### src/hq_pkg.sv
// shared constants for the binary max-heap priority queue
// status codes and parameter defaults; no dependencies
package hq_pkg;

	localparam int DEF_CAPACITY = 16;
	localparam int DEF_KEY_BITS = 16;
	localparam int STATUS_W     = 2;

	typedef enum logic [STATUS_W-1:0] {
		ST_OK    = 2'd0,
		ST_FULL  = 2'd1,
		ST_EMPTY = 2'd2
	} status_t;

	typedef enum logic {
		REQ_INSERT = 1'b0,
		REQ_REMOVE = 1'b1
	} req_kind_t;

endpackage

### src/hq_req_if.sv
// request channel of the heap queue: valid/ready plus request payload
// depends on hq_pkg for the default key width
interface hq_req_if #(
	parameter int KEY_BITS = hq_pkg::DEF_KEY_BITS
);
	logic                valid;
	logic                ready;
	logic                req_type;
	logic [KEY_BITS-1:0] key_value;

	modport source (output valid, output req_type, output key_value, input ready);
	modport sink   (input valid, input req_type, input key_value, output ready);
endinterface

### src/hq_rsp_if.sv
// response channel of the heap queue: valid/ready plus result payload
// depends on hq_pkg for status width and defaults
interface hq_rsp_if #(
	parameter int CAPACITY = hq_pkg::DEF_CAPACITY,
	parameter int KEY_BITS = hq_pkg::DEF_KEY_BITS,
	localparam int CNT_W   = $clog2(CAPACITY + 1)
);
	logic                        valid;
	logic                        ready;
	logic [hq_pkg::STATUS_W-1:0] status;
	logic [KEY_BITS-1:0]         top_key;
	logic [CNT_W-1:0]            entry_count_out;

	modport source (output valid, output status, output top_key, output entry_count_out,
		input ready);
	modport sink   (input valid, input status, input top_key, input entry_count_out,
		output ready);
endinterface

### src/hq_ram.sv
// key store of the heap queue: one write port, one read port, registered read
// no dependencies
module hq_ram #(
	parameter int DEPTH = 16,
	parameter int WIDTH = 16,
	localparam int ADDR_W = $clog2(DEPTH)
) (
	input  logic              clk,
	input  logic              we,
	input  logic [ADDR_W-1:0] waddr,
	input  logic [WIDTH-1:0]  wdata,
	input  logic [ADDR_W-1:0] raddr,
	output logic [WIDTH-1:0]  rdata
);
	logic [WIDTH-1:0] mem [DEPTH];

	always_ff @(posedge clk) begin
		if (we) begin
			mem[waddr] <= wdata;
		end
		rdata <= mem[raddr];
	end
endmodule

### src/binary_max_heap_queue.sv
// Binary max-heap priority queue. Keys live in a single-port-read key memory
// (hq_ram); the moving key is held in a register and the heap is repaired with
// a hole walk. An insert moves the key up one level at a time until it stays in
// its slot; an insert into an empty heap writes the key straight to the root.
// A remove reads the top and then the last entry; when at most one key remains
// the last entry is written to the root, otherwise it sinks level by level,
// and each level needs two reads (left and right child) through the one read
// port, one where only a left child exists. A refused request goes straight to
// the done state.
// The result register lets a finished result wait while the next item starts.
// Depends on hq_pkg, hq_req_if, hq_rsp_if and hq_ram.
module binary_max_heap_queue #(
	parameter int CAPACITY = hq_pkg::DEF_CAPACITY,
	parameter int KEY_BITS = hq_pkg::DEF_KEY_BITS
) (
	input logic     clk,
	input logic     arst_n,
	hq_req_if.sink  req,
	hq_rsp_if.source rsp
);
	localparam int ADDR_W = $clog2(CAPACITY);
	localparam int CNT_W  = $clog2(CAPACITY + 1);

	typedef enum logic [7:0] {
		S_IDLE = 8'b0000_0001,
		S_UP   = 8'b0000_0010,
		S_FIN  = 8'b0000_0100,
		S_TOP  = 8'b0000_1000,
		S_LAST = 8'b0001_0000,
		S_DNL  = 8'b0010_0000,
		S_DNR  = 8'b0100_0000,
		S_DONE = 8'b1000_0000
	} state_t;

	state_t                      state_q, state_n;
	logic [CNT_W-1:0]            count_q, count_n;
	logic [ADDR_W-1:0]           pos_q, pos_n;
	logic [ADDR_W-1:0]           lc_q, lc_n;
	logic [KEY_BITS-1:0]         key_q, key_n;
	logic [KEY_BITS-1:0]         lkey_q, lkey_n;
	logic [KEY_BITS-1:0]         top_q, top_n;
	hq_pkg::status_t             status_q, status_n;

	logic                        rsp_valid_q;
	logic [hq_pkg::STATUS_W-1:0] rsp_status_q;
	logic [KEY_BITS-1:0]         rsp_top_q;
	logic [CNT_W-1:0]            rsp_cnt_q;

	logic                        mem_we;
	logic [ADDR_W-1:0]           mem_waddr;
	logic [KEY_BITS-1:0]         mem_wdata;
	logic [ADDR_W-1:0]           mem_raddr;
	logic [KEY_BITS-1:0]         mem_rdata;

	logic                        req_acc;
	logic                        rsp_load;
	logic [ADDR_W-1:0]           ins_par;
	logic [ADDR_W-1:0]           par;
	logic [ADDR_W-1:0]           grand;
	logic [CNT_W-1:0]            rc_w;
	logic                        right_big;
	logic [ADDR_W-1:0]           big_idx;
	logic [KEY_BITS-1:0]         big_key;
	logic [ADDR_W:0]             nlc;
	logic                        nlc_out;

	hq_ram #(
		.DEPTH (CAPACITY),
		.WIDTH (KEY_BITS)
	) u_ram (
		.clk   (clk),
		.we    (mem_we),
		.waddr (mem_waddr),
		.wdata (mem_wdata),
		.raddr (mem_raddr),
		.rdata (mem_rdata)
	);

	assign req.ready = (state_q == S_IDLE);
	assign req_acc   = req.valid && req.ready;
	assign rsp_load  = (state_q == S_DONE) && (!rsp_valid_q || rsp.ready);

	// index arithmetic for the hole walk
	assign ins_par   = ADDR_W'((count_q - 1'b1) >> 1);
	assign par       = ADDR_W'((pos_q - 1'b1) >> 1);
	assign grand     = ADDR_W'((par - 1'b1) >> 1);
	assign rc_w      = CNT_W'(lc_q) + 1'b1;
	assign right_big = mem_rdata > lkey_q;
	assign big_idx   = right_big ? ADDR_W'(lc_q + 1'b1) : lc_q;
	assign big_key   = right_big ? mem_rdata : lkey_q;
	assign nlc       = {big_idx, 1'b1};
	assign nlc_out   = (CNT_W + 1)'(nlc) >= (CNT_W + 1)'(count_q);

	always_comb begin
		state_n   = state_q;
		count_n   = count_q;
		pos_n     = pos_q;
		lc_n      = lc_q;
		key_n     = key_q;
		lkey_n    = lkey_q;
		top_n     = top_q;
		status_n  = status_q;
		mem_we    = 1'b0;
		mem_waddr = pos_q;
		mem_wdata = key_q;
		mem_raddr = '0;
		case (state_q)
			S_IDLE: begin
				if (req_acc) begin
					top_n    = '0;
					status_n = hq_pkg::ST_OK;
					if (req.req_type == hq_pkg::REQ_INSERT) begin
						if (count_q == CNT_W'(CAPACITY)) begin
							status_n = hq_pkg::ST_FULL;
							state_n  = S_DONE;
						end else begin
							key_n   = req.key_value;
							pos_n   = count_q[ADDR_W-1:0];
							count_n = CNT_W'(count_q + 1'b1);
							if (count_q == '0) begin
								mem_we    = 1'b1;
								mem_waddr = '0;
								mem_wdata = req.key_value;
								state_n   = S_DONE;
							end else begin
								mem_raddr = ins_par;
								state_n   = S_UP;
							end
						end
					end else begin
						if (count_q == '0) begin
							status_n = hq_pkg::ST_EMPTY;
							state_n  = S_DONE;
						end else begin
							count_n   = CNT_W'(count_q - 1'b1);
							mem_raddr = '0;
							state_n   = S_TOP;
						end
					end
				end
			end
			S_UP: begin
				mem_we = 1'b1;
				if (mem_rdata < key_q) begin
					mem_wdata = mem_rdata;
					pos_n     = par;
					if (par == '0) begin
						state_n = S_FIN;
					end else begin
						mem_raddr = grand;
					end
				end else begin
					state_n = S_DONE;
				end
			end
			S_FIN: begin
				mem_we  = 1'b1;
				state_n = S_DONE;
			end
			S_TOP: begin
				top_n     = mem_rdata;
				mem_raddr = count_q[ADDR_W-1:0];
				state_n   = S_LAST;
			end
			S_LAST: begin
				key_n = mem_rdata;
				pos_n = '0;
				if (count_q <= CNT_W'(1)) begin
					mem_we    = 1'b1;
					mem_waddr = '0;
					mem_wdata = mem_rdata;
					state_n   = S_DONE;
				end else begin
					lc_n      = ADDR_W'(1);
					mem_raddr = ADDR_W'(1);
					state_n   = S_DNL;
				end
			end
			S_DNL: begin
				lkey_n = mem_rdata;
				if (rc_w < count_q) begin
					mem_raddr = ADDR_W'(lc_q + 1'b1);
					state_n   = S_DNR;
				end else if (key_q < mem_rdata) begin
					mem_we    = 1'b1;
					mem_wdata = mem_rdata;
					pos_n     = lc_q;
					state_n   = S_FIN;
				end else begin
					mem_we  = 1'b1;
					state_n = S_DONE;
				end
			end
			S_DNR: begin
				mem_we = 1'b1;
				if (key_q < big_key) begin
					mem_wdata = big_key;
					pos_n     = big_idx;
					if (nlc_out) begin
						state_n = S_FIN;
					end else begin
						lc_n      = nlc[ADDR_W-1:0];
						mem_raddr = nlc[ADDR_W-1:0];
						state_n   = S_DNL;
					end
				end else begin
					state_n = S_DONE;
				end
			end
			S_DONE: begin
				if (rsp_load) begin
					state_n = S_IDLE;
				end
			end
			default: begin
				state_n = S_IDLE;
			end
		endcase
	end

	always_ff @(posedge clk or negedge arst_n) begin
		if (!arst_n) begin
			state_q     <= S_IDLE;
			count_q     <= '0;
			rsp_valid_q <= 1'b0;
		end else begin
			state_q <= state_n;
			count_q <= count_n;
			if (rsp_load) begin
				rsp_valid_q <= 1'b1;
			end else if (rsp.ready) begin
				rsp_valid_q <= 1'b0;
			end
		end
	end

	always_ff @(posedge clk) begin
		pos_q    <= pos_n;
		lc_q     <= lc_n;
		key_q    <= key_n;
		lkey_q   <= lkey_n;
		top_q    <= top_n;
		status_q <= status_n;
		if (rsp_load) begin
			rsp_status_q <= status_q;
			rsp_top_q    <= top_q;
			rsp_cnt_q    <= count_q;
		end
	end

	assign rsp.valid           = rsp_valid_q;
	assign rsp.status          = rsp_status_q;
	assign rsp.top_key         = rsp_top_q;
	assign rsp.entry_count_out = rsp_cnt_q;

	a_count_range: assert property (@(posedge clk) disable iff (!arst_n)
		count_q <= CNT_W'(CAPACITY))
		else $error("entry count above capacity");

	a_full_refused: assert property (@(posedge clk) disable iff (!arst_n)
		req_acc && req.req_type == hq_pkg::REQ_INSERT && count_q == CNT_W'(CAPACITY)
		|=> state_q == S_DONE && status_q == hq_pkg::ST_FULL && $stable(count_q))
		else $error("insert into full heap not refused");

	a_empty_refused: assert property (@(posedge clk) disable iff (!arst_n)
		req_acc && req.req_type == hq_pkg::REQ_REMOVE && count_q == '0
		|=> state_q == S_DONE && status_q == hq_pkg::ST_EMPTY && top_q == '0)
		else $error("remove from empty heap not refused");

	a_write_in_range: assert property (@(posedge clk) disable iff (!arst_n)
		mem_we |-> CNT_W'(mem_waddr) < CNT_W'(CAPACITY))
		else $error("key memory write beyond capacity");

	a_result_from_done: assert property (@(posedge clk) disable iff (!arst_n)
		$rose(rsp.valid) |-> $past(state_q) == S_DONE)
		else $error("result raised outside the done state");
endmodule

### src/flat_wrapper.sv
// flat-port wrapper written by rule: the top's interface ports become plain ports
module binary_max_heap_queue_flat 
#(
	parameter int CAPACITY = hq_pkg::DEF_CAPACITY,
	parameter int KEY_BITS = hq_pkg::DEF_KEY_BITS
)
  (clk, arst_n, req_valid, req_req_type, req_key_value, req_ready, rsp_valid, rsp_status, rsp_top_key, rsp_entry_count_out, rsp_ready);
  hq_req_if #(.KEY_BITS(KEY_BITS)) req_i ();
  hq_rsp_if #(.CAPACITY(CAPACITY), .KEY_BITS(KEY_BITS)) rsp_i ();
  input logic clk;
  input logic arst_n;
  input wire logic [$bits(req_i.valid)-1:0] req_valid;
  input wire logic [$bits(req_i.req_type)-1:0] req_req_type;
  input wire logic [$bits(req_i.key_value)-1:0] req_key_value;
  output wire logic [$bits(req_i.ready)-1:0] req_ready;
  output wire logic [$bits(rsp_i.valid)-1:0] rsp_valid;
  output wire logic [$bits(rsp_i.status)-1:0] rsp_status;
  output wire logic [$bits(rsp_i.top_key)-1:0] rsp_top_key;
  output wire logic [$bits(rsp_i.entry_count_out)-1:0] rsp_entry_count_out;
  input wire logic [$bits(rsp_i.ready)-1:0] rsp_ready;
  assign req_i.valid = req_valid;
  assign req_i.req_type = req_req_type;
  assign req_i.key_value = req_key_value;
  assign req_ready = req_i.ready;
  assign rsp_valid = rsp_i.valid;
  assign rsp_status = rsp_i.status;
  assign rsp_top_key = rsp_i.top_key;
  assign rsp_entry_count_out = rsp_i.entry_count_out;
  assign rsp_i.ready = rsp_ready;
  binary_max_heap_queue #(.CAPACITY(CAPACITY), .KEY_BITS(KEY_BITS)) u_core (.clk(clk), .arst_n(arst_n), .req(req_i), .rsp(rsp_i));
endmodule
### config.mk
export PLATFORM = sky130hd
export DESIGN_NAME = binary_max_heap_queue_flat
export DESIGN_NICKNAME = d
export VERILOG_FILES = /design/src/hq_pkg.sv /design/src/hq_req_if.sv /design/src/hq_rsp_if.sv /design/src/hq_ram.sv /design/src/binary_max_heap_queue.sv /design/src/flat_wrapper.sv
export SDC_FILE = /design/constraint.sdc
export NUM_CORES = 1
export LEC_CHECK = 0
export BUFFER_PORTS_ARGS = -buffer_cell sky130_fd_sc_hd__buf_2
export CELL_PAD_IN_SITES_DETAIL_PLACEMENT = 1
export CELL_PAD_IN_SITES_GLOBAL_PLACEMENT = 1
export CORE_ASPECT_RATIO = 1.2
export CORE_MARGIN = 5
export CORE_UTILIZATION = 44
export DETAILED_ROUTE_END_ITERATION = 10
export PLACE_DENSITY = 0.64
export RECOVER_POWER = 25
export REMOVE_ABC_BUFFERS = 1
export SYNTH_ARGS = -nofsm -noshare
export SYNTH_HDL_FRONTEND = slang
export SYNTH_HIERARCHICAL = 1
export SYNTH_SLANG_ARGS = --single-unit
### constraint.sdc
create_clock -name clk -period 7.67 [get_ports clk]
set_input_delay 0.3835 -clock clk [delete_from_list [all_inputs] [get_ports clk]]
set_output_delay 0.3835 -clock clk [all_outputs]
set_load 0.01 [all_outputs]
==> metrics <==
HPWL after DPL=26.7 mm; core area=0.0360 mm2; RSZ-0062 raised after global routing=false; critical path endpoint category=register; most area-consuming cells after synthesis=edfxtp_1 (63%), mux4_2 (7.5%), ha_1 (4.8%); Max Clock Freq=158 MHz; worst path cell trace=ha_1, a21oi_1, o21ai_0, or4_4, o31a_1, buf_4, mux2i_1, ha_1, a211oi_1, o21ai_0, a221oi_2, nand2_1, o21ai_1, a32o_1, or3_4, buf_4, mux4_2, a22oi_1, nand2_1; Hold Crit Class=input pin to register; worst reg2reg path depth=19; first-pass GRT wire length=61.6 mm; clock tree from TritonCTS=done; antenna violations before repair=0; drt first pass iters=5; Max Fanout on Critical Path=28; Tot Pwr=0.00738 W; # IOs=46; die height=220 um; Worst Path Arrival=6.71 ns; crit share post-route=82.3%; post-synth top area cell=edfxtp_1; Setup Viol. Count Final=0; share of layout cells above drive strength 1=16.9%; run status=finished, violations left; Mapped Area=0.0161 mm2; setup_tns=0 ns; switching share of power=34.2%; sequential share of power=41.8%; largest net degree at the start of global routing=65; net switching power=0.00253 W; commonest non-fill, non-tap cell in the layout=edfxtp_1; DRC violations left=0; Seq/Total Area, Yosys=66.7%; CTS Buffer Depth=3; final hold vios=0; mean routed wirelength per cell=25.3 um; Slew Viols, Final=61; synthesized flop and latch total=366; num rows=76; GRT overflow=0; post-synth top area share=62.6%; internal power=0.00485 W; Gate power share=32.9%; clock sinks=366; initial core utilization=44.8%; DRT iter0 DRCs=615; post-cts sizing count=0; fraction of registers with async set or reset after synthesis=3.83%; crit-path max cell delay=0.55 ns; placer congestion estimate=0.835; Antenna diodes=0; Cells after Synth=1021; Leak Pwr=6.43 nW; Startpoint Class=register; area of the multi-input gates=0.00497 mm2; number of H-tree levels=2; Worst slew margin=-28.8%; Via density=5.84; CTS root buf=clkbuf_16; Antenna Nets Post-Route=0; Avg Cell Area, Syn=15.8 um2; synth-to-layout area growth=13.5%; EDFF count, synth=336; final hold slack=0.159 ns; failing checks=max-capacitance violations, max-slew violations; drt total wl=40.4 mm; Yosys cell types=75; Die Area=0.0406 mm2; minimum clock period after layout=6.31 ns; Required @ worst endpoint=8.07 ns; Hold Crit Depth=3; post-CTS setup buffers=0; clk_lat worst skew=0.55 ns; number of I/O port buffers=45; Clk pin slew, worst setup/hold paths=0.07 ns; peak supply drop=0.219 mV; Slew @ Worst Pin=1.93 ns; die span in x=185 um; clock share of power=25.3%; most frequent cells in the layout=edfxtp_1 (336), nand2_1 (68), inv_1 (64); ys flop type=edfxtp_1; Num CTS Buffers=37; # fillers=3448; GRT Total Usage=20.2%; pwr dens=403 mW/mm2; Crit-path slowest cell=or3_4; FF+latch area=0.0108 mm2; MaxCap Viol Count=2; DR vias=9330; Layout Skew=0.0208 ns; # hold bufs at CTS=1; Ys Warns=6; Nets=1185; vias in the first global route=9886; WS Path Type=register to register
cell usage after synthesis, types with 9 or more instances:
library cell and n:
nand4_1 10, edfxtp_1 336, and2_1 24, clkbuf_1 21
inv_1 63, o221ai_1 16, mux2i_1 19, nand2_1 68
dfxtp_1 16, buf_2 10, nor3_1 14, nor2_1 41
mux4_1 10, a22oi_1 40, a222oi_1 9, mux4_2 54
dfrtp_1 13, ha_1 62, nand3_1 9, o21ai_0 36
a21oi_1 27
sequential cells by signal, indices dropped and copies added (netlist names), 8 cells and up:
name / flops
u_core/state_q: 8
u_core/key_q: 16
u_core/u_ram/mem: 256
u_core/rsp.top_key: 16
u_core/u_ram/rdata: 16
u_core/top_q: 16
u_core/lkey_q: 16
kinds of logic (layout without fill, tap and decap cells):
kind of cell / after synthesis / in the layout / synth area share [%]
AO/OA/AOI/OAI: 170 / 170 / 7.38
XOR/XNOR: 10 / 10 / 0.543
adder cells (fa/ha/maj): 62 / 62 / 4.81
buffers and inverters: 106 / 215 / 2.80
flip-flops: 366 / 366 / 66.7
multiplexers: 83 / 83 / 10.3
AND/OR/NAND/NOR: 224 / 224 / 7.40
through the flow:
stage | cells | setup WS, ns | utilization, % | cell area, um2
finish | 1598 | 1.36 | 50.8 | 18300
global route | 1598 | 0.847 | 50.8 | 18300
CTS | 1597 | 1.22 | 50.9 | 18300
detailed placement | 1529 | 1.25 | 47.4 | 17100
global placement | 1529 | 1.35 | 47.4 | 17100
floorplan | 980 | 0.109 | - | 15900
worst max-delay path, delay by kind of cell, from the launching register on:
kind / cells / cell delay (ns)
AND/OR/NAND/NOR: 4 / 1.43
flip-flops: 1 / 0.53
AO/OA/AOI/OAI: 9 / 2.20
adder cells (fa/ha/maj): 2 / 0.61
multiplexers: 2 / 0.77
buffers and inverters: 2 / 0.59
path summary, 6_finish.rpt:
| kind | slack, ns | startpoint | endpoint |
|---|---|---|---|
| max | 1.36 | u_core/u_ram/rdata[13]$_DFF_P_ | u_core/u_ram/rdata[12]$_DFF_P_ |
| min | 0.16 | req_key_value[14] | u_core/key_q[14]$_DFFE_PP_ |
| max reg2reg | 1.36 | u_core/u_ram/rdata[13]$_DFF_P_ | u_core/u_ram/rdata[12]$_DFF_P_ |
| min reg2reg | 0.42 | u_core/top_q[13]$_SDFFCE_PN0P_ | u_core/rsp.top_key[13]$_DFFE_PP_ |
| max in group asynchronous | 6.71 | arst_n | u_core/count_q[4]$_DFFE_PN0P_ |
| min in group asynchronous | 0.45 | arst_n | u_core/state_q[3]$_DFFE_PN0P_ |
power groups by stage:
stage                     combinational [W]  sequential [W]  clock [W]
after floorplan                     0.00160         0.00303          0
after global placement              0.00238         0.00311          0
after detailed placement            0.00244         0.00313          0
after CTS                           0.00246         0.00309    0.00191
after global routing                0.00267         0.00312    0.00201
final                               0.00243         0.00308    0.00187
layer usage:
layer / track usage (%) / part of all wire, %
met1: 26.5 / 42
met2: 35.3 / 51
met3: 2.43 / 3.8
met4: 6.05 / 2.7
met5: 0 / 0
layout make-up:
cell class	count	area share, %
multi-input cells	549	27.1
clock inverters	24	1.60
inverters	65	1.33
flip-flops and latches	366	58.8
clock buffers	43	5.23
well taps	468	3.20
repair buffers	83	2.74
Power figures use the tool's default switching activity.
